File: src/rtl/ckep_pkg.sv
// Shared types, constants and constant functions of the CORDIC Kepler solver.
`default_nettype none

package ckep_pkg;

   // Fixed-point formats.
   localparam int FRACTION_BITS = 29;
   localparam int NUM_CELLS     = 57;
   localparam int DOUBLED       = 27;
   localparam int IN_W          = 32;
   localparam int VAL_W         = 33;
   localparam int DIFF_W        = 35;
   localparam int ECC_W         = 30;
   localparam int COUNT_W       = 6;
   localparam int SHIFT_W       = 6;
   localparam int PROD_W        = 61;
   localparam int ANOM_W        = 32;
   localparam int TRIG_W        = 31;
   localparam int CSR_DATA_W    = 32;
   localparam int CSR_ADDR_W    = 3;

   // Inverse gain of the rotation sequence, rounded to 32 fraction bits.
   localparam logic [63:0] K_MANTISSA = 64'h001799b34c7fac93;
   localparam logic [63:0] K32_WIDE   = (K_MANTISSA + (64'd1 << 21)) >> 22;
   localparam logic [30:0] K32        = K32_WIDE[30:0];

   // Register index codes (address bit 2).
   localparam logic REG_ECCENTRICITY = 1'b0;
   localparam logic REG_ITER_COUNT   = 1'b1;

   // One item traveling down the cell chain.
   typedef struct packed {
      logic                    valid;
      logic signed [IN_W-1:0]  m;
      logic signed [VAL_W-1:0] e;
      logic signed [VAL_W-1:0] c;
      logic signed [VAL_W-1:0] s;
   } ckep_vec_type;

   // 53-bit significands of atan(2^-k); value = sig * 2^-(53+k).
   function automatic logic [63:0] atan_sig(input logic [SHIFT_W-1:0] k);
      logic [63:0] r;
      case (k)
         6'd0:    r = 64'h001921fb54442d18;
         6'd1:    r = 64'h001dac670561bb4f;
         6'd2:    r = 64'h001f5b75f92c80dd;
         6'd3:    r = 64'h001fd5ba9aac2f6e;
         6'd4:    r = 64'h001ff55bb72cfdea;
         6'd5:    r = 64'h001ffd55bba97625;
         6'd6:    r = 64'h001fff555bbb729b;
         6'd7:    r = 64'h001fffd555bbba97;
         6'd8:    r = 64'h001ffff5555bbbb7;
         6'd9:    r = 64'h001ffffd5555bbbc;
         6'd10:   r = 64'h001fffff55555bbc;
         6'd11:   r = 64'h001fffffd55555bc;
         6'd12:   r = 64'h001ffffff555555c;
         6'd13:   r = 64'h001ffffffd555556;
         6'd14:   r = 64'h001fffffff555555;
         6'd15:   r = 64'h001fffffffd55555;
         6'd16:   r = 64'h001ffffffff55555;
         6'd17:   r = 64'h001ffffffffd5555;
         6'd18:   r = 64'h001fffffffff5555;
         6'd19:   r = 64'h001fffffffffd555;
         6'd20:   r = 64'h001ffffffffff555;
         6'd21:   r = 64'h001ffffffffffd55;
         6'd22:   r = 64'h001fffffffffff55;
         6'd23:   r = 64'h001fffffffffffd5;
         6'd24:   r = 64'h001ffffffffffff5;
         6'd25:   r = 64'h001ffffffffffffd;
         6'd26:   r = 64'h001fffffffffffff;
         // Beyond the table atan(2^-k) equals 2^-k at this precision.
         default: r = 64'd1 << 53;
      endcase
      return r;
   endfunction

   // Shift of iteration n: each shift twice below DOUBLED, then once.
   function automatic logic [SHIFT_W-1:0] shift_of(input int n);
      int k;
      k = (n < 2 * DOUBLED) ? (n >> 1) : (n - DOUBLED);
      return SHIFT_W'(k);
   endfunction

   // atan(2^-k) rounded to FRACTION_BITS fraction bits, ties up.
   function automatic logic [VAL_W-1:0] atan_fixed(input logic [SHIFT_W-1:0] k);
      logic [63:0] m;
      logic [63:0] r;
      int          s;
      m = atan_sig(k);
      s = 53 + int'(k) - FRACTION_BITS;
      if (s <= 0) begin
         r = m << (-s);
      end else if (s >= 64) begin
         r = 64'd0;
      end else begin
         r = (m >> s) + ((m >> (s - 1)) & 64'd1);
      end
      return r[VAL_W-1:0];
   endfunction

   // Clamp a chain value to the eccentric anomaly field.
   function automatic logic [ANOM_W-1:0] sat_anom(input logic signed [VAL_W-1:0] v);
      logic [ANOM_W-1:0] r;
      if (v[VAL_W-1] != v[ANOM_W-1]) begin
         r = v[VAL_W-1] ? {1'b1, {(ANOM_W-1){1'b0}}} : {1'b0, {(ANOM_W-1){1'b1}}};
      end else begin
         r = v[ANOM_W-1:0];
      end
      return r;
   endfunction

   // Clamp a chain value to the e*cos / e*sin field.
   function automatic logic [TRIG_W-1:0] sat_trig(input logic signed [VAL_W-1:0] v);
      logic [TRIG_W-1:0] r;
      if ((v[VAL_W-1] != v[TRIG_W-1]) || (v[VAL_W-2] != v[TRIG_W-1])) begin
         r = v[VAL_W-1] ? {1'b1, {(TRIG_W-1){1'b0}}} : {1'b0, {(TRIG_W-1){1'b1}}};
      end else begin
         r = v[TRIG_W-1:0];
      end
      return r;
   endfunction

endpackage

`default_nettype wire

File: src/rtl/ckep_cell.sv
// One rotation cell: a single CORDIC iteration with its own stage register.
`default_nettype none

module ckep_cell (
   input  wire                                    clock,
   input  wire                                    reset,
   input  wire                                    advance,
   input  wire                                    active,
   input  wire  [ckep_pkg::SHIFT_W-1:0]           shift,
   input  wire  [ckep_pkg::VAL_W-1:0]             atan,
   input  wire  ckep_pkg::ckep_vec_type           stage_in,
   output ckep_pkg::ckep_vec_type                 stage_out
);

   logic signed [ckep_pkg::VAL_W-1:0]  e_cur;
   logic signed [ckep_pkg::VAL_W-1:0]  c_cur;
   logic signed [ckep_pkg::VAL_W-1:0]  s_cur;
   logic signed [ckep_pkg::VAL_W-1:0]  a_val;
   logic signed [ckep_pkg::VAL_W-1:0]  dc;
   logic signed [ckep_pkg::VAL_W-1:0]  ds;
   logic signed [ckep_pkg::DIFF_W-1:0] diff;
   logic                               go_down;
   ckep_pkg::ckep_vec_type             stage_ff;
   ckep_pkg::ckep_vec_type             stage_in_next;

   assign e_cur = stage_in.e;
   assign c_cur = stage_in.c;
   assign s_cur = stage_in.s;
   assign a_val = atan;

   // Arithmetic shifts round toward minus infinity.
   assign dc = s_cur >>> shift;
   assign ds = c_cur >>> shift;

   // Sign of E - e*sinE - M picks the rotation direction; zero counts as non-negative.
   assign diff    = ckep_pkg::DIFF_W'(e_cur) - ckep_pkg::DIFF_W'(s_cur)
                    - ckep_pkg::DIFF_W'(stage_in.m);
   assign go_down = !diff[ckep_pkg::DIFF_W-1];

   // Rotate when this iteration is enabled, else pass the vector on unchanged.
   always_comb begin
      stage_in_next = stage_in;
      if (active) begin
         if (go_down) begin
            stage_in_next.e = e_cur - a_val;
            stage_in_next.c = c_cur + dc;
            stage_in_next.s = s_cur - ds;
         end else begin
            stage_in_next.e = e_cur + a_val;
            stage_in_next.c = c_cur - dc;
            stage_in_next.s = s_cur + ds;
         end
      end
   end

   // Stage register; only the valid bit is reset.
   always_ff @(posedge clock) begin
      if (reset) begin
         stage_ff.valid <= 1'b0;
      end else if (advance) begin
         stage_ff.valid <= stage_in_next.valid;
      end
      if (advance) begin
         stage_ff.m <= stage_in_next.m;
         stage_ff.e <= stage_in_next.e;
         stage_ff.c <= stage_in_next.c;
         stage_ff.s <= stage_in_next.s;
      end
   end

   assign stage_out = stage_ff;

endmodule

`default_nettype wire

File: config.mk
export PLATFORM = sky130hd
export DESIGN_NAME = ckep_cell
export DESIGN_NICKNAME = d
export VERILOG_FILES = /design/src/rtl/ckep_pkg.sv /design/src/rtl/ckep_cell.sv
export SDC_FILE = /design/constraint.sdc
export NUM_CORES = 1
export LEC_CHECK = 0
export BUFFER_PORTS_ARGS = -buffer_cell sky130_fd_sc_hd__buf_2
export CAP_MARGIN = 0
export CORE_MARGIN = 4
export CORE_UTILIZATION = 35
export DETAILED_ROUTE_END_ITERATION = 10
export HOLD_SLACK_MARGIN = 0.02
export PLACE_DENSITY = 0.57
export SLEW_MARGIN = 20
export SYNTH_ARGS = -nofsm -noshare
export SYNTH_HDL_FRONTEND = slang
export SYNTH_SLANG_ARGS = --single-unit
export TNS_END_PERCENT = 100
File: constraint.sdc
create_clock -name clock -period 8.4 [get_ports clock]
set_input_delay 0.84 -clock clock [delete_from_list [all_inputs] [get_ports clock]]
set_output_delay 0.84 -clock clock [all_outputs]
set_load 0.01 [all_outputs]
Yosys cells after proc, flatten, opt, wreduce, memory -nomap -nowiden

Index checks and enable logic that the tools add are counted.

Register bits: 132
Input bits: 175
Output and inout port bits: 132
Word-level logic and storage cells: 17

$add $sub $neg: 8
Shifts and indexed selects: 2
Mux-type cells: 2

Operator list:

| cell           | number |
|---|---|
| $mux 99        | 2 |
| $add 33x33->33 | 3 |
| $sub 33x33->33 | 3 |
| $sshr 33x6->33 | 2 |
| $sub 34x32->35 | 1 |
| $sub 33x33->34 | 1 |

Depth between registers and ports, before layout

Word-level depth: 4
Gate-level depth with buffers: 30
Mapped depth without buffers: 26

Least setup slack after synthesis

Ideal clock, no wire load.

Path kind: in2reg
From: input stage_in[26] (netlist name)
To: register stage_ff (netlist bit stage_out[97]) (data pin)
Setup time: 0.263 ns
Arrival time: 6.153 ns
Required time: 8.137 ns
Slack: 1.984 ns
Stages: 26
Path buffers: 3
Path through: clkbuf_1 inv_1 fa_1 ha_1 a21o_1 a21o_1 a21oi_1 nor2_1 a211oi_1 o21ai_0 a31o_2 clkbuf_1 clkbuf_1 o21ai_0 ha_1 a21o_1 a21o_1 a2111oi_0 o211ai_1 nand3_1 a21oi_1 o21ai_0 a21oi_1 o41ai_1 mux2i_1 a2111o_1

RTL lines:

| what            | line            | text |
|---|---|---|
| start, declared | ckep_cell.sv:11 | `input wire ckep_pkg::ckep_vec_type stage_in,` |
| end, declared   | ckep_cell.sv:23 | `ckep_pkg::ckep_vec_type stage_ff;` |

==> results.txt <==
Die Y: 239 um
Endpoints failing hold: 0
Main combinational cell family by area after synthesis: multiplexers
Sequential fraction of design power: 19.6%
Max Root-Sink Buffers: 2
Total Routing Usage GR: 24.8%
R2R Path Start: stage_out[131]
CP Class: in2reg
Clock slew at reported path FFs: 0.06 ns
Top_reg_cell synth: edfxtp_1
Post-synthesis compound-gate area fraction: 19.2%
Seq cells post-synth: 132
Xor/xnor cell area share of the yosys netlist: 7.65%
Most frequent cells in the layout: 302 x buf_2, 162 x nand2_1, 143 x nor2_1, 138 x a21oi_1, 137 x o21ai_0
First-pass GRT wire length: 108,000 um
Vias in the first global route: 17,500
Setup violators final: 0
Area of the multi-input gates: 13,700 um^2
WP data required: 8.64 ns
Relative slew slack: 34.0%
Non-filler cells, final: 2,990
P_sw: 2.23 mW
Final Max Slew Viols: 0
Core area: 52,700 um^2
Utilization after layout: 41.0%
Tightest Pin Transition: 0.989 ns
Mux contribution to synthesized area: 19.9%
Worst R2R End: stage_out[131]
DR iter-0 viols: 1,582
Final WS setup: 1.04 ns
RSZ-0062 raised after global routing: false
Antenna cells: 0
Vias: 17,600
Congestion Overflow GR: 0
Clock share of power: 17.5%
Area growth from synthesis to layout: 16.1%
IO buf count: 306
Hold EP: stage_out[131]
Drt drc: 0
Post-CTS setup buffers: 0
Max_cap viols: 0
Pre-antenna DRT Iters: 6
Top Ports: 307
Avg Cell Area, Syn: 9.26 um^2
Die X: 239 um
Flip-flop and latch area: 3950 um^2
Dpl ws: 0.505 ns
Leak Pwr: 9.06 nW
Peak supply drop: 0.000137 V
CP Max Fanout: 10
Post-Syn Instances: 2,011
Largest net degree at the start of global routing: 78
Synth Area in Adders: 12.7%
Area share of the largest cell type after synthesis: 21.1%
Initial antenna violation count: 0
P per Cell Area: 238 nW/um^2
Cell row count: 84
DP HPWL: 57,400 um
Cts hold-fix bufs: 0
Post-Route Skew: 0 ns
Final period utilization: 87.7%
CP Data Arrival Time: 7.60 ns
# resized after CTS: 0
Initial Util: 35.4%
Nets: 2,633
Comb pwr share: 62.9%
Worst setup SP type: input port
Fill cells: 5,264
Power, Total: 5.13 mW
Final Wtd Congestion: 0.962
TritonCTS Buffers: 17
Outcome: complete, no violations
Clock latency at the later pin of the worst-skew pair: 0.48 ns
H-tree Lvls: 4
Fin crit period: 7.36 ns
Hold crit path type: reg2reg
Sw Ratio: 43.4%
Synthesized cell area: 18,600 um^2
Routed WL per cell: 24.2 um
Most common cell after layout, fill and taps aside: buf_2
Post-route cell area: 21,600 um^2
Internal power: 2.91 mW
Synth area leader: edfxtp_1
Placement-stage cell area: 21,000 um^2
Die area: 56,900 um^2
Largest register FFs: 132
Layout cells sized above 1: 25.7%
Clk sinks: 132
Worst hold slack: 0.489 ns
Post-Route WL: 72,300 um
Hold depth: 2
Syn nets: 2,354
CTS tree: built
Yosys warns: 0
Placed cell count: 2,959
R2R depth: 2
Setup TNS Final: 0 ns
Sequential element share of the synthesized area: 21.2%
Async SR Flop Fraction: 0%
Hold path start: stage_out[131]
Vias per Instance: 5.89
Synth top area cells: edfxtp_1 21%, mux4_2 11%, ha_1 9.0%, xnor2_1 4.9%, mux2_2 4.5%
CP endpoint kind: flop
FMAX: 136 MHz
CTS Root Cell: clkbuf_16
Simple-gate share of the synthesized area: 14.2%
Antenna viol nets, final: 0
Worst R2R Setup Slack: 7.83 ns
Post-synth EDFFs: 131
Post-synthesis cell type count: 100
==> worst max-delay path by stage <==
stage / from / endpoint / slack, ns / depth (start not counted)
global route: stage_in[23] / stage_out[98] / 0.38 / 25
global placement: stage_in[19] / stage_out[98] / 0.59 / 25
CTS: stage_in[18] / stage_out[98] / 0.99 / 25
detailed placement: stage_in[18] / stage_out[98] / 0.50 / 25
floorplan: stage_in[26] / stage_out[97] / 1.98 / 26
finish: stage_in[18] / stage_out[98] / 1.04 / 25
==> Yosys cell counts, types with 14 or more instances <==
master	n
nand2b_1	26
inv_1	124
buf_2	24
mux2_2	75
o21a_1	23
o21ai_0	137
fa_1	34
nand2_1	162
a211oi_1	21
o211ai_1	16
mux4_2	89
ha_1	134
xor2_1	55
a31oi_1	19
nor3_1	38
a21o_1	43
xnor2_1	105
nor2_1	144
mux2i_1	78
clkbuf_1	44
nor2b_1	25
nand3_1	37
o22ai_1	14
a21oi_1	138
o31ai_1	16
edfxtp_1	131
==> final cells by class <==
| cell class | count | share of cell area, % |
|---|---|---|
| flip-flops and latches | 132 | 18.3 |
| clock inverters | 12 | 1.04 |
| repair buffers | 355 | 8.99 |
| well taps | 688 | 3.98 |
| clock buffers | 19 | 2.00 |
| inverters | 127 | 2.21 |
| multi-input cells | 1657 | 63.5 |
==> kinds of logic after synthesis <==
group | Yosys count
AOI/OAI and AO/OA | 549
adders and majority gates | 168
and+or+nand+nor | 534
xor gates and xnor gates | 161
DFF | 132
muxes | 245
buffers and inverters | 222
==> per-layer routing <==
| layer | share of wire, % | global-route usage [%] |
|---|---|---|
| met5 | 0 | 0 |
| met4 | 3.2 | 8.27 |
| met3 | 6.6 | 3.86 |
| met2 | 47 | 40.8 |
| met1 | 44 | 33.6 |
==> power by group through the flow <==
stage,sequential [mW],clock (mW),combinational [mW]
2_1_floorplan,1.10,0,2.21
3_3_place_gp,1.02,0,3.16
3_5_place_dp,1.02,0,3.20
4_1_cts,1.01,0.924,3.22
5_1_grt,1.02,0.948,3.57
6_report,1.01,0.898,3.23
==> worst max-delay path, cell delays in order <==
cell	delay (ns)
buf_2	0.31
inv_1	0.13
fa_1	0.43
ha_1	0.30
a21o_1	0.18
a21o_1	0.17
a211oi_1	0.37
o2111ai_1	0.17
nand2_1	0.15
o21ai_0	0.20
a31o_2	0.41
o21ai_0	0.26
inv_1	0.10
fa_1	0.44
nor2b_1	0.12
o21ai_0	0.11
a2111oi_0	0.61
nor4_1	0.19
o21ai_0	0.62
a211oi_1	0.24
o31ai_1	0.47
o211ai_1	0.19
a211oi_1	0.26
o21ai_1	0.12
xnor2_1	0.18
(Power assumes the default switching activity.)
