--- src/rtl/ckep_pkg.sv ---
// Shared types, constants and constant functions of the CORDIC Kepler solver.
`default_nettype none

package ckep_pkg;

   // Fixed-point formats.
   localparam int FRACTION_BITS = 29;
   localparam int NUM_CELLS     = 57;
   localparam int DOUBLED       = 27;
   localparam int IN_W          = 32;
   localparam int VAL_W         = 33;
   localparam int DIFF_W        = 35;
   localparam int ECC_W         = 30;
   localparam int COUNT_W       = 6;
   localparam int SHIFT_W       = 6;
   localparam int PROD_W        = 61;
   localparam int ANOM_W        = 32;
   localparam int TRIG_W        = 31;
   localparam int CSR_DATA_W    = 32;
   localparam int CSR_ADDR_W    = 3;

   // Inverse gain of the rotation sequence, rounded to 32 fraction bits.
   localparam logic [63:0] K_MANTISSA = 64'h001799b34c7fac93;
   localparam logic [63:0] K32_WIDE   = (K_MANTISSA + (64'd1 << 21)) >> 22;
   localparam logic [30:0] K32        = K32_WIDE[30:0];

   // Register index codes (address bit 2).
   localparam logic REG_ECCENTRICITY = 1'b0;
   localparam logic REG_ITER_COUNT   = 1'b1;

   // One item traveling down the cell chain.
   typedef struct packed {
      logic                    valid;
      logic signed [IN_W-1:0]  m;
      logic signed [VAL_W-1:0] e;
      logic signed [VAL_W-1:0] c;
      logic signed [VAL_W-1:0] s;
   } ckep_vec_type;

   // 53-bit significands of atan(2^-k); value = sig * 2^-(53+k).
   function automatic logic [63:0] atan_sig(input logic [SHIFT_W-1:0] k);
      logic [63:0] r;
      case (k)
         6'd0:    r = 64'h001921fb54442d18;
         6'd1:    r = 64'h001dac670561bb4f;
         6'd2:    r = 64'h001f5b75f92c80dd;
         6'd3:    r = 64'h001fd5ba9aac2f6e;
         6'd4:    r = 64'h001ff55bb72cfdea;
         6'd5:    r = 64'h001ffd55bba97625;
         6'd6:    r = 64'h001fff555bbb729b;
         6'd7:    r = 64'h001fffd555bbba97;
         6'd8:    r = 64'h001ffff5555bbbb7;
         6'd9:    r = 64'h001ffffd5555bbbc;
         6'd10:   r = 64'h001fffff55555bbc;
         6'd11:   r = 64'h001fffffd55555bc;
         6'd12:   r = 64'h001ffffff555555c;
         6'd13:   r = 64'h001ffffffd555556;
         6'd14:   r = 64'h001fffffff555555;
         6'd15:   r = 64'h001fffffffd55555;
         6'd16:   r = 64'h001ffffffff55555;
         6'd17:   r = 64'h001ffffffffd5555;
         6'd18:   r = 64'h001fffffffff5555;
         6'd19:   r = 64'h001fffffffffd555;
         6'd20:   r = 64'h001ffffffffff555;
         6'd21:   r = 64'h001ffffffffffd55;
         6'd22:   r = 64'h001fffffffffff55;
         6'd23:   r = 64'h001fffffffffffd5;
         6'd24:   r = 64'h001ffffffffffff5;
         6'd25:   r = 64'h001ffffffffffffd;
         6'd26:   r = 64'h001fffffffffffff;
         // Beyond the table atan(2^-k) equals 2^-k at this precision.
         default: r = 64'd1 << 53;
      endcase
      return r;
   endfunction

   // Shift of iteration n: each shift twice below DOUBLED, then once.
   function automatic logic [SHIFT_W-1:0] shift_of(input int n);
      int k;
      k = (n < 2 * DOUBLED) ? (n >> 1) : (n - DOUBLED);
      return SHIFT_W'(k);
   endfunction

   // atan(2^-k) rounded to FRACTION_BITS fraction bits, ties up.
   function automatic logic [VAL_W-1:0] atan_fixed(input logic [SHIFT_W-1:0] k);
      logic [63:0] m;
      logic [63:0] r;
      int          s;
      m = atan_sig(k);
      s = 53 + int'(k) - FRACTION_BITS;
      if (s <= 0) begin
         r = m << (-s);
      end else if (s >= 64) begin
         r = 64'd0;
      end else begin
         r = (m >> s) + ((m >> (s - 1)) & 64'd1);
      end
      return r[VAL_W-1:0];
   endfunction

   // Clamp a chain value to the eccentric anomaly field.
   function automatic logic [ANOM_W-1:0] sat_anom(input logic signed [VAL_W-1:0] v);
      logic [ANOM_W-1:0] r;
      if (v[VAL_W-1] != v[ANOM_W-1]) begin
         r = v[VAL_W-1] ? {1'b1, {(ANOM_W-1){1'b0}}} : {1'b0, {(ANOM_W-1){1'b1}}};
      end else begin
         r = v[ANOM_W-1:0];
      end
      return r;
   endfunction

   // Clamp a chain value to the e*cos / e*sin field.
   function automatic logic [TRIG_W-1:0] sat_trig(input logic signed [VAL_W-1:0] v);
      logic [TRIG_W-1:0] r;
      if ((v[VAL_W-1] != v[TRIG_W-1]) || (v[VAL_W-2] != v[TRIG_W-1])) begin
         r = v[VAL_W-1] ? {1'b1, {(TRIG_W-1){1'b0}}} : {1'b0, {(TRIG_W-1){1'b1}}};
      end else begin
         r = v[TRIG_W-1:0];
      end
      return r;
   endfunction

endpackage

`default_nettype wire

--- src/rtl/ckep_seed.sv ---
// Seed stages: scale the rotation gain by the eccentricity and form the start vector.
`default_nettype none

module ckep_seed (
   input  wire                                    clock,
   input  wire                                    reset,
   input  wire                                    advance,
   input  wire                                    in_valid,
   input  wire  [ckep_pkg::IN_W-1:0]              in_m,
   input  wire  [ckep_pkg::ECC_W-1:0]             ecc,
   output ckep_pkg::ckep_vec_type                 seed_out
);

   logic                                 s1_valid_ff;
   logic signed [ckep_pkg::IN_W-1:0]     s1_m_ff;
   logic [ckep_pkg::PROD_W-1:0]          s1_prod_ff;
   logic [ckep_pkg::PROD_W-1:0]          s1_prod_in;
   logic [ckep_pkg::PROD_W:0]            rounded;
   logic signed [ckep_pkg::VAL_W-1:0]    c0;
   ckep_pkg::ckep_vec_type               s2_ff;
   ckep_pkg::ckep_vec_type               s2_in;

   // Gain times eccentricity; the product is registered before rounding.
   assign s1_prod_in = ckep_pkg::PROD_W'(ckep_pkg::K32) * ckep_pkg::PROD_W'(ecc);

   // Round to nearest, ties up, at 32 fraction bits of the gain.
   assign rounded = {1'b0, s1_prod_ff} + ((ckep_pkg::PROD_W + 1)'(1) << 31);
   assign c0      = ckep_pkg::VAL_W'(rounded[ckep_pkg::PROD_W:32]);

   always_comb begin
      s2_in.valid = s1_valid_ff;
      s2_in.m     = s1_m_ff;
      s2_in.e     = '0;
      s2_in.c     = c0;
      s2_in.s     = '0;
   end

   // Both seed stages; only the valid bits are reset.
   always_ff @(posedge clock) begin
      if (reset) begin
         s1_valid_ff <= 1'b0;
         s2_ff.valid <= 1'b0;
      end else if (advance) begin
         s1_valid_ff <= in_valid;
         s2_ff.valid <= s2_in.valid;
      end
      if (advance) begin
         s1_m_ff    <= in_m;
         s1_prod_ff <= s1_prod_in;
         s2_ff.m    <= s2_in.m;
         s2_ff.e    <= s2_in.e;
         s2_ff.c    <= s2_in.c;
         s2_ff.s    <= s2_in.s;
      end
   end

   assign seed_out = s2_ff;

endmodule

`default_nettype wire

--- config.mk ---
export PLATFORM = sky130hd
export DESIGN_NAME = ckep_seed
export DESIGN_NICKNAME = d
export VERILOG_FILES = /design/src/rtl/ckep_pkg.sv /design/src/rtl/ckep_seed.sv
export SDC_FILE = /design/constraint.sdc
export NUM_CORES = 1
export LEC_CHECK = 0
export ABC_AREA = 0
export BUFFER_PORTS_ARGS = -buffer_cell sky130_fd_sc_hd__buf_2
export CORE_MARGIN = 4
export CORE_UTILIZATION = 40
export CTS_CLUSTER_SIZE = 28
export DETAILED_ROUTE_END_ITERATION = 8
export PLACE_DENSITY = 0.59
export RECOVER_POWER = 100
export SYNTH_ARGS = -nofsm -noshare
export SYNTH_HDL_FRONTEND = slang
export SYNTH_SLANG_ARGS = --single-unit
--- constraint.sdc ---
create_clock -name clock -period 9.6 [get_ports clock]
set_input_delay 0.96 -clock clock [delete_from_list [all_inputs] [get_ports clock]]
set_output_delay 0.96 -clock clock [all_outputs]
set_load 0.1 [all_outputs]
# Word-level counts from Yosys, hierarchy flattened
# Index checks and enable logic that the tools add are counted.
[word_totals]
wordCells = 8
output_inout_bits = 132
regBits = 156
inputBits = 66
[op_classes]
multipliers = 1
addsub = 1
[op_table]
columns = ["cell", "n"]
rows = [
  ["adder 61 x 32 -> 62 bit, second input constant", 1],
  ["multiplier 30 x 30 -> 60 bit, first input constant", 1],
]

# Longest topological paths before layout
[logic_depth]
word_depth = 1
mapped_depth = 27
mapped_depth_nobuf = 27

# Worst setup path after synthesis
# Ideal clock, no wire load.
[synth_path]
path_kind = "input to register"
start = "input ecc[6] (netlist name)"
end = "register s1_prod_ff[53] (netlist name) (data pin)"
required_time_ns = 9.334
path_stages = 24
setup_ns = 0.266
path_buffers = 0
setup_slack_ns = 2.499
arrival_ns = 6.835
path_cell_list = "ha_1 > inv_1 > fa_1 > inv_1 > fa_1 > inv_1 > fa_1 > inv_1 > fa_1 > fa_1 > fa_1 > inv_1 > fa_1 > inv_1 > ha_1 > nand2_1 > nor4_1 > nand3_1 > a31oi_1 > or4_1 > nand3_1 > o21ba_2 > o31ai_2 > xor2_1"
[synth_via]
elab_chain_cells = 1
[synth_rtl]
columns = ["element", "line", "text"]
rows = [
  ["from (decl)", "ckep_seed.sv:10", "input wire [ckep_pkg::ECC_W-1:0] ecc,"],
  ["multiplier 30 x 30 -> 60 bit", "ckep_seed.sv:24", "assign s1_prod_in = ckep_pkg::PROD_W'(ckep_pkg::K32) * ckep_pkg::PROD_W'(ecc);"],
  ["named net s1_prod_in (one bit)", "ckep_seed.sv:17", "logic [ckep_pkg::PROD_W-1:0] s1_prod_in;"],
  ["to (signal assigned)", "ckep_seed.sv:49", "s1_prod_ff <= s1_prod_in;"],
  ["to (decl)", "ckep_seed.sv:16", "logic [ckep_pkg::PROD_W-1:0] s1_prod_ff;"],
]
# The timed path passes the listed nets, and every way through them passes these cells.
# A chain may end at the register's enable or synchronous reset.

# Final worst setup path
[layout_path]
start = "input ecc[4] (netlist name)"
end = "register s1_prod_ff[56] (netlist name) (data pin)"
# Same word-level chain as after synthesis.

==> impl_metrics.toml <==
[status]
outcome = "finished with violations"
failed_checks = "max-capacitance violations, max-slew violations"

[global_routing]
grt_util_met3 = 0.0356
largest_net_degree_at_the_start_of_global_routing = 81
global_route.usage.met2 = 0.304
global_routing_usage_on_met1 = 0.258
overflow = 0
grt_antenna_before_repair = 0
gr-max-usage-layer = "met2"
first_global_vias = 13600
track_usage = 0.186
grt_pass1_wl_um = 76800

[cts]
post_cts.repair.setup_buffers = 0
tritoncts = "done"
cts_resized = 0
clock_tree.buffer_depth = 2
cts_htree_levels = 4
cts.sink_count = 126
cts.hold.buffers_added = 0
cts.clk_slew.worst_paths_ns = 0.05
cts_inserted_buffers = 17
clock_tree.root_cell = "sky130_fd_sc_hd__clkbuf_16"
worst_skew_pair.late_latency_ns = 0.40

[hold_path]
hold_path.startpoint = "s1_m_ff[26]"
whs_path_depth = 0
min_delay_endpoint = "seed_out[125]"
worst_min_delay_path_class = "reg2reg"

[placed_design]
gp_congestion = 0.931
pre_cts_ws_ns = 1.67
dpl.hpwl_um = 45100
port-buffer-count = 128

[cells_and_area]
design.final.nets = 2730
drive_above_1_share = 0.0501
area_delta_synth_final_pct = 8.30
number_of_antenna_cells_inserted = 0
share_of_the_core_filled_with_cells_in_the_final_layout = 0.437

[die]
design.core.area_mm2 = 0.0500
floorplan.io_pins = 198
floorplan.initialDensity = 0.404
die_width_um = 233
dieArea_mm2 = 0.0541
rows = 82
die_height_um = 233

[synth]
synth_top_family_by_area = "adder cells"
netlist-cell-type-count = 57
post_synth_mux_area_share = 0.00198
synth-adder-area-share = 0.568
seq_area_frac_synth = 0.187
synth_async_sr_flop_share = 0
yosys_register_bits = 126
synthesis.instances = 1823
synth-edff-count = 124
synthDominantCellAreaShare = 0.355
synth_top_flop_cell = "sky130_fd_sc_hd__edfxtp_1"
synthTopCellsByArea = "sky130_fd_sc_hd__fa_1 36%, sky130_fd_sc_hd__ha_1 21%, sky130_fd_sc_hd__edfxtp_1 18%, sky130_fd_sc_hd__inv_1 9.7%, sky130_fd_sc_hd__buf_4 2.6%"
mappedNetlistArea_mm2 = 0.0202
synth_xor_area_frac = 0.0269
yosysWarnings = 0
post_synth.cell_area_avg_um2 = 11.1
synth-compound-area-share = 0.0484
synth_simple_gate_area_frac = 0.0437
synth_area_leader_cell = "sky130_fd_sc_hd__fa_1"

[critical_path]
kind_of_start_point_of_the_critical_path = "input pin"
r2r_cells = 8
worst_setup_path_startpoint = "ecc[4]"
r2r_setup_slack_ns = 7.30
cp.arrival_ns = 8.41
crit_path_max_fanout = 8
crit-reg2reg-launch = "s1_prod_ff[33]"
crit-reg2reg-capture = "seed_out[59]"
crit_path_end_kind = "register"
worst-endpoint-required_ns = 9.84
critical_path_class = "in2reg"

[routing]
avgRoutedWirePerCell_um = 18.7
drt_first_pass_iters = 4
overall_via_count_from_detail_route = 12400
number_of_drc_violations_after_detailed_routing = 0
detail_route.iter0.violations = 562
final_antenna_net_count = 0
viasPerCell = 4.67
wirelength_um = 49500

[sta]
slew-limit-headroom = -1.58
period_needed_ns = 8.17
actual_transition_at_the_worst_max_transition_pin_ns = 3.87
final-hold-violation-count = 0
setup-tns-final_ns = 0
final.period_utilization = 0.851
setup_viol_count_final = 0
timing_max_transition_violations_final = 129
worst_clock_skew_ns = 0.00517
rsz0062_at_grt = "false"
layout_setup_ws_ns = 1.43
fmax_ghz = 0.122

[run]
maxCapViolations = 2
-- sequential cells by signal, indices dropped and copies added, names as in the netlist --
name and count:
s1_valid_ff 1, s1_prod_ff 30, seed_out 63, s1_m_ff 32
-- layer usage --
metal / vias to the layer above / routed length, um
li1: 5872 / -
met1: 6134 / 22800
met2: 311 / 22900
met3: 55 / 2770
met4: 0 / 1040
met5: - / 0
-- critical path: stages --
cell                       delay [ns]
sky130_fd_sc_hd__clkbuf_1        0.46
sky130_fd_sc_hd__inv_1           0.11
sky130_fd_sc_hd__ha_1            0.31
sky130_fd_sc_hd__inv_1           0.17
sky130_fd_sc_hd__fa_1            0.51
sky130_fd_sc_hd__fa_1            0.58
sky130_fd_sc_hd__fa_1            0.45
sky130_fd_sc_hd__fa_1            0.50
sky130_fd_sc_hd__fa_1            0.45
sky130_fd_sc_hd__fa_1            0.51
sky130_fd_sc_hd__inv_1           0.05
sky130_fd_sc_hd__fa_1            0.49
sky130_fd_sc_hd__inv_1           0.04
sky130_fd_sc_hd__ha_1            0.32
sky130_fd_sc_hd__and4_1          0.22
sky130_fd_sc_hd__nand3_1         0.13
sky130_fd_sc_hd__nor2_1          0.12
sky130_fd_sc_hd__a31oi_1         0.13
sky130_fd_sc_hd__o41a_4          0.53
sky130_fd_sc_hd__o21ai_0         0.59
sky130_fd_sc_hd__a21oi_1         0.29
sky130_fd_sc_hd__o211a_1         0.28
sky130_fd_sc_hd__nor3_1          0.19
-- through the flow --
step / area [um2] / hold slack (ns) / cells
finish: 21900 / 0.416 / 2648
global route: 21900 / 0.416 / 2648
CTS: 22000 / 0.417 / 2648
detailed placement: 21400 / 0.405 / 2616
global placement: 21400 / 0.401 / 2616
floorplan: 20400 / 0.400 / 1891
-- cell families after synthesis --
| logic type | after synthesis |
|---|---|
| xor gates and xnor gates | 62 |
| other | 1 |
| and+or+nand+nor | 183 |
| DFF | 126 |
| adders and majority gates | 701 |
| muxes | 4 |
| buffers and inverters | 599 |
| AOI/OAI and AO/OA | 147 |
-- layout by cell type (no fill, tap or decap), types with 3 or more instances in the layout --
cell                          n
sky130_fd_sc_hd__nand2_1     54
sky130_fd_sc_hd__clkbuf_16   17
sky130_fd_sc_hd__a31oi_1      7
sky130_fd_sc_hd__or3_1        3
sky130_fd_sc_hd__xnor2_1     42
sky130_fd_sc_hd__inv_1      523
sky130_fd_sc_hd__nand3_1     28
sky130_fd_sc_hd__clkinv_1     3
sky130_fd_sc_hd__nand4_1     13
sky130_fd_sc_hd__bufinv_16    3
sky130_fd_sc_hd__clkbuf_1    67
sky130_fd_sc_hd__nor2b_1      5
sky130_fd_sc_hd__conb_1      69
sky130_fd_sc_hd__nor4_1       3
sky130_fd_sc_hd__fa_1       358
sky130_fd_sc_hd__edfxtp_1   124
sky130_fd_sc_hd__o21bai_1     9
sky130_fd_sc_hd__o21ai_0     27
sky130_fd_sc_hd__a211o_1      4
sky130_fd_sc_hd__or2_2        5
sky130_fd_sc_hd__a21o_1      29
sky130_fd_sc_hd__nand2b_1     3
sky130_fd_sc_hd__buf_2       62
sky130_fd_sc_hd__and3_1      13
sky130_fd_sc_hd__nor2_1      35
sky130_fd_sc_hd__mux2i_1      4
sky130_fd_sc_hd__clkinv_4     4
sky130_fd_sc_hd__a21oi_1     49
sky130_fd_sc_hd__nor3_1      13
sky130_fd_sc_hd__xor2_1      20
sky130_fd_sc_hd__ha_1       343
-- layout make-up --
class | instances | area (um2)
fillers | 4864 | 28100
multi-input cells | 1166 | 14100
flip-flops and latches | 126 | 3760
inverters | 523 | 1960
well taps | 672 | 841
repair buffers | 129 | 562
clock buffers | 17 | 425
clock inverters | 15 | 170
-- worst max path at each step --
stage,cells after the start,end
finish,23,s1_prod_ff[56]
global route,23,s1_prod_ff[59]
CTS,23,s1_prod_ff[53]
detailed placement,23,s1_prod_ff[53]
global placement,23,s1_prod_ff[60]
floorplan,24,s1_prod_ff[53]
-- cells in the mapped netlist, types with 3 or more instances --
library cell,n
sky130_fd_sc_hd__fa_1,358
sky130_fd_sc_hd__clkbuf_1,6
sky130_fd_sc_hd__o21ai_0,22
sky130_fd_sc_hd__nand2_1,54
sky130_fd_sc_hd__a21o_1,29
sky130_fd_sc_hd__nand4_1,13
sky130_fd_sc_hd__a21oi_1,48
sky130_fd_sc_hd__o21bai_1,9
sky130_fd_sc_hd__nand2b_1,3
sky130_fd_sc_hd__and3_1,13
sky130_fd_sc_hd__nor3_1,13
sky130_fd_sc_hd__a211o_1,4
sky130_fd_sc_hd__nor2b_1,5
sky130_fd_sc_hd__or3_1,3
sky130_fd_sc_hd__ha_1,343
sky130_fd_sc_hd__a31oi_1,7
sky130_fd_sc_hd__nor4_1,3
sky130_fd_sc_hd__buf_4,69
sky130_fd_sc_hd__xnor2_1,42
sky130_fd_sc_hd__xor2_1,20
sky130_fd_sc_hd__edfxtp_1,124
sky130_fd_sc_hd__inv_1,523
sky130_fd_sc_hd__mux2i_1,4
sky130_fd_sc_hd__nor2_1,35
sky130_fd_sc_hd__nand3_1,28
sky130_fd_sc_hd__or2_2,5
Power is not shown: default switching activity piles up to over one toggle a cycle in this logic, so the estimate is an artifact.
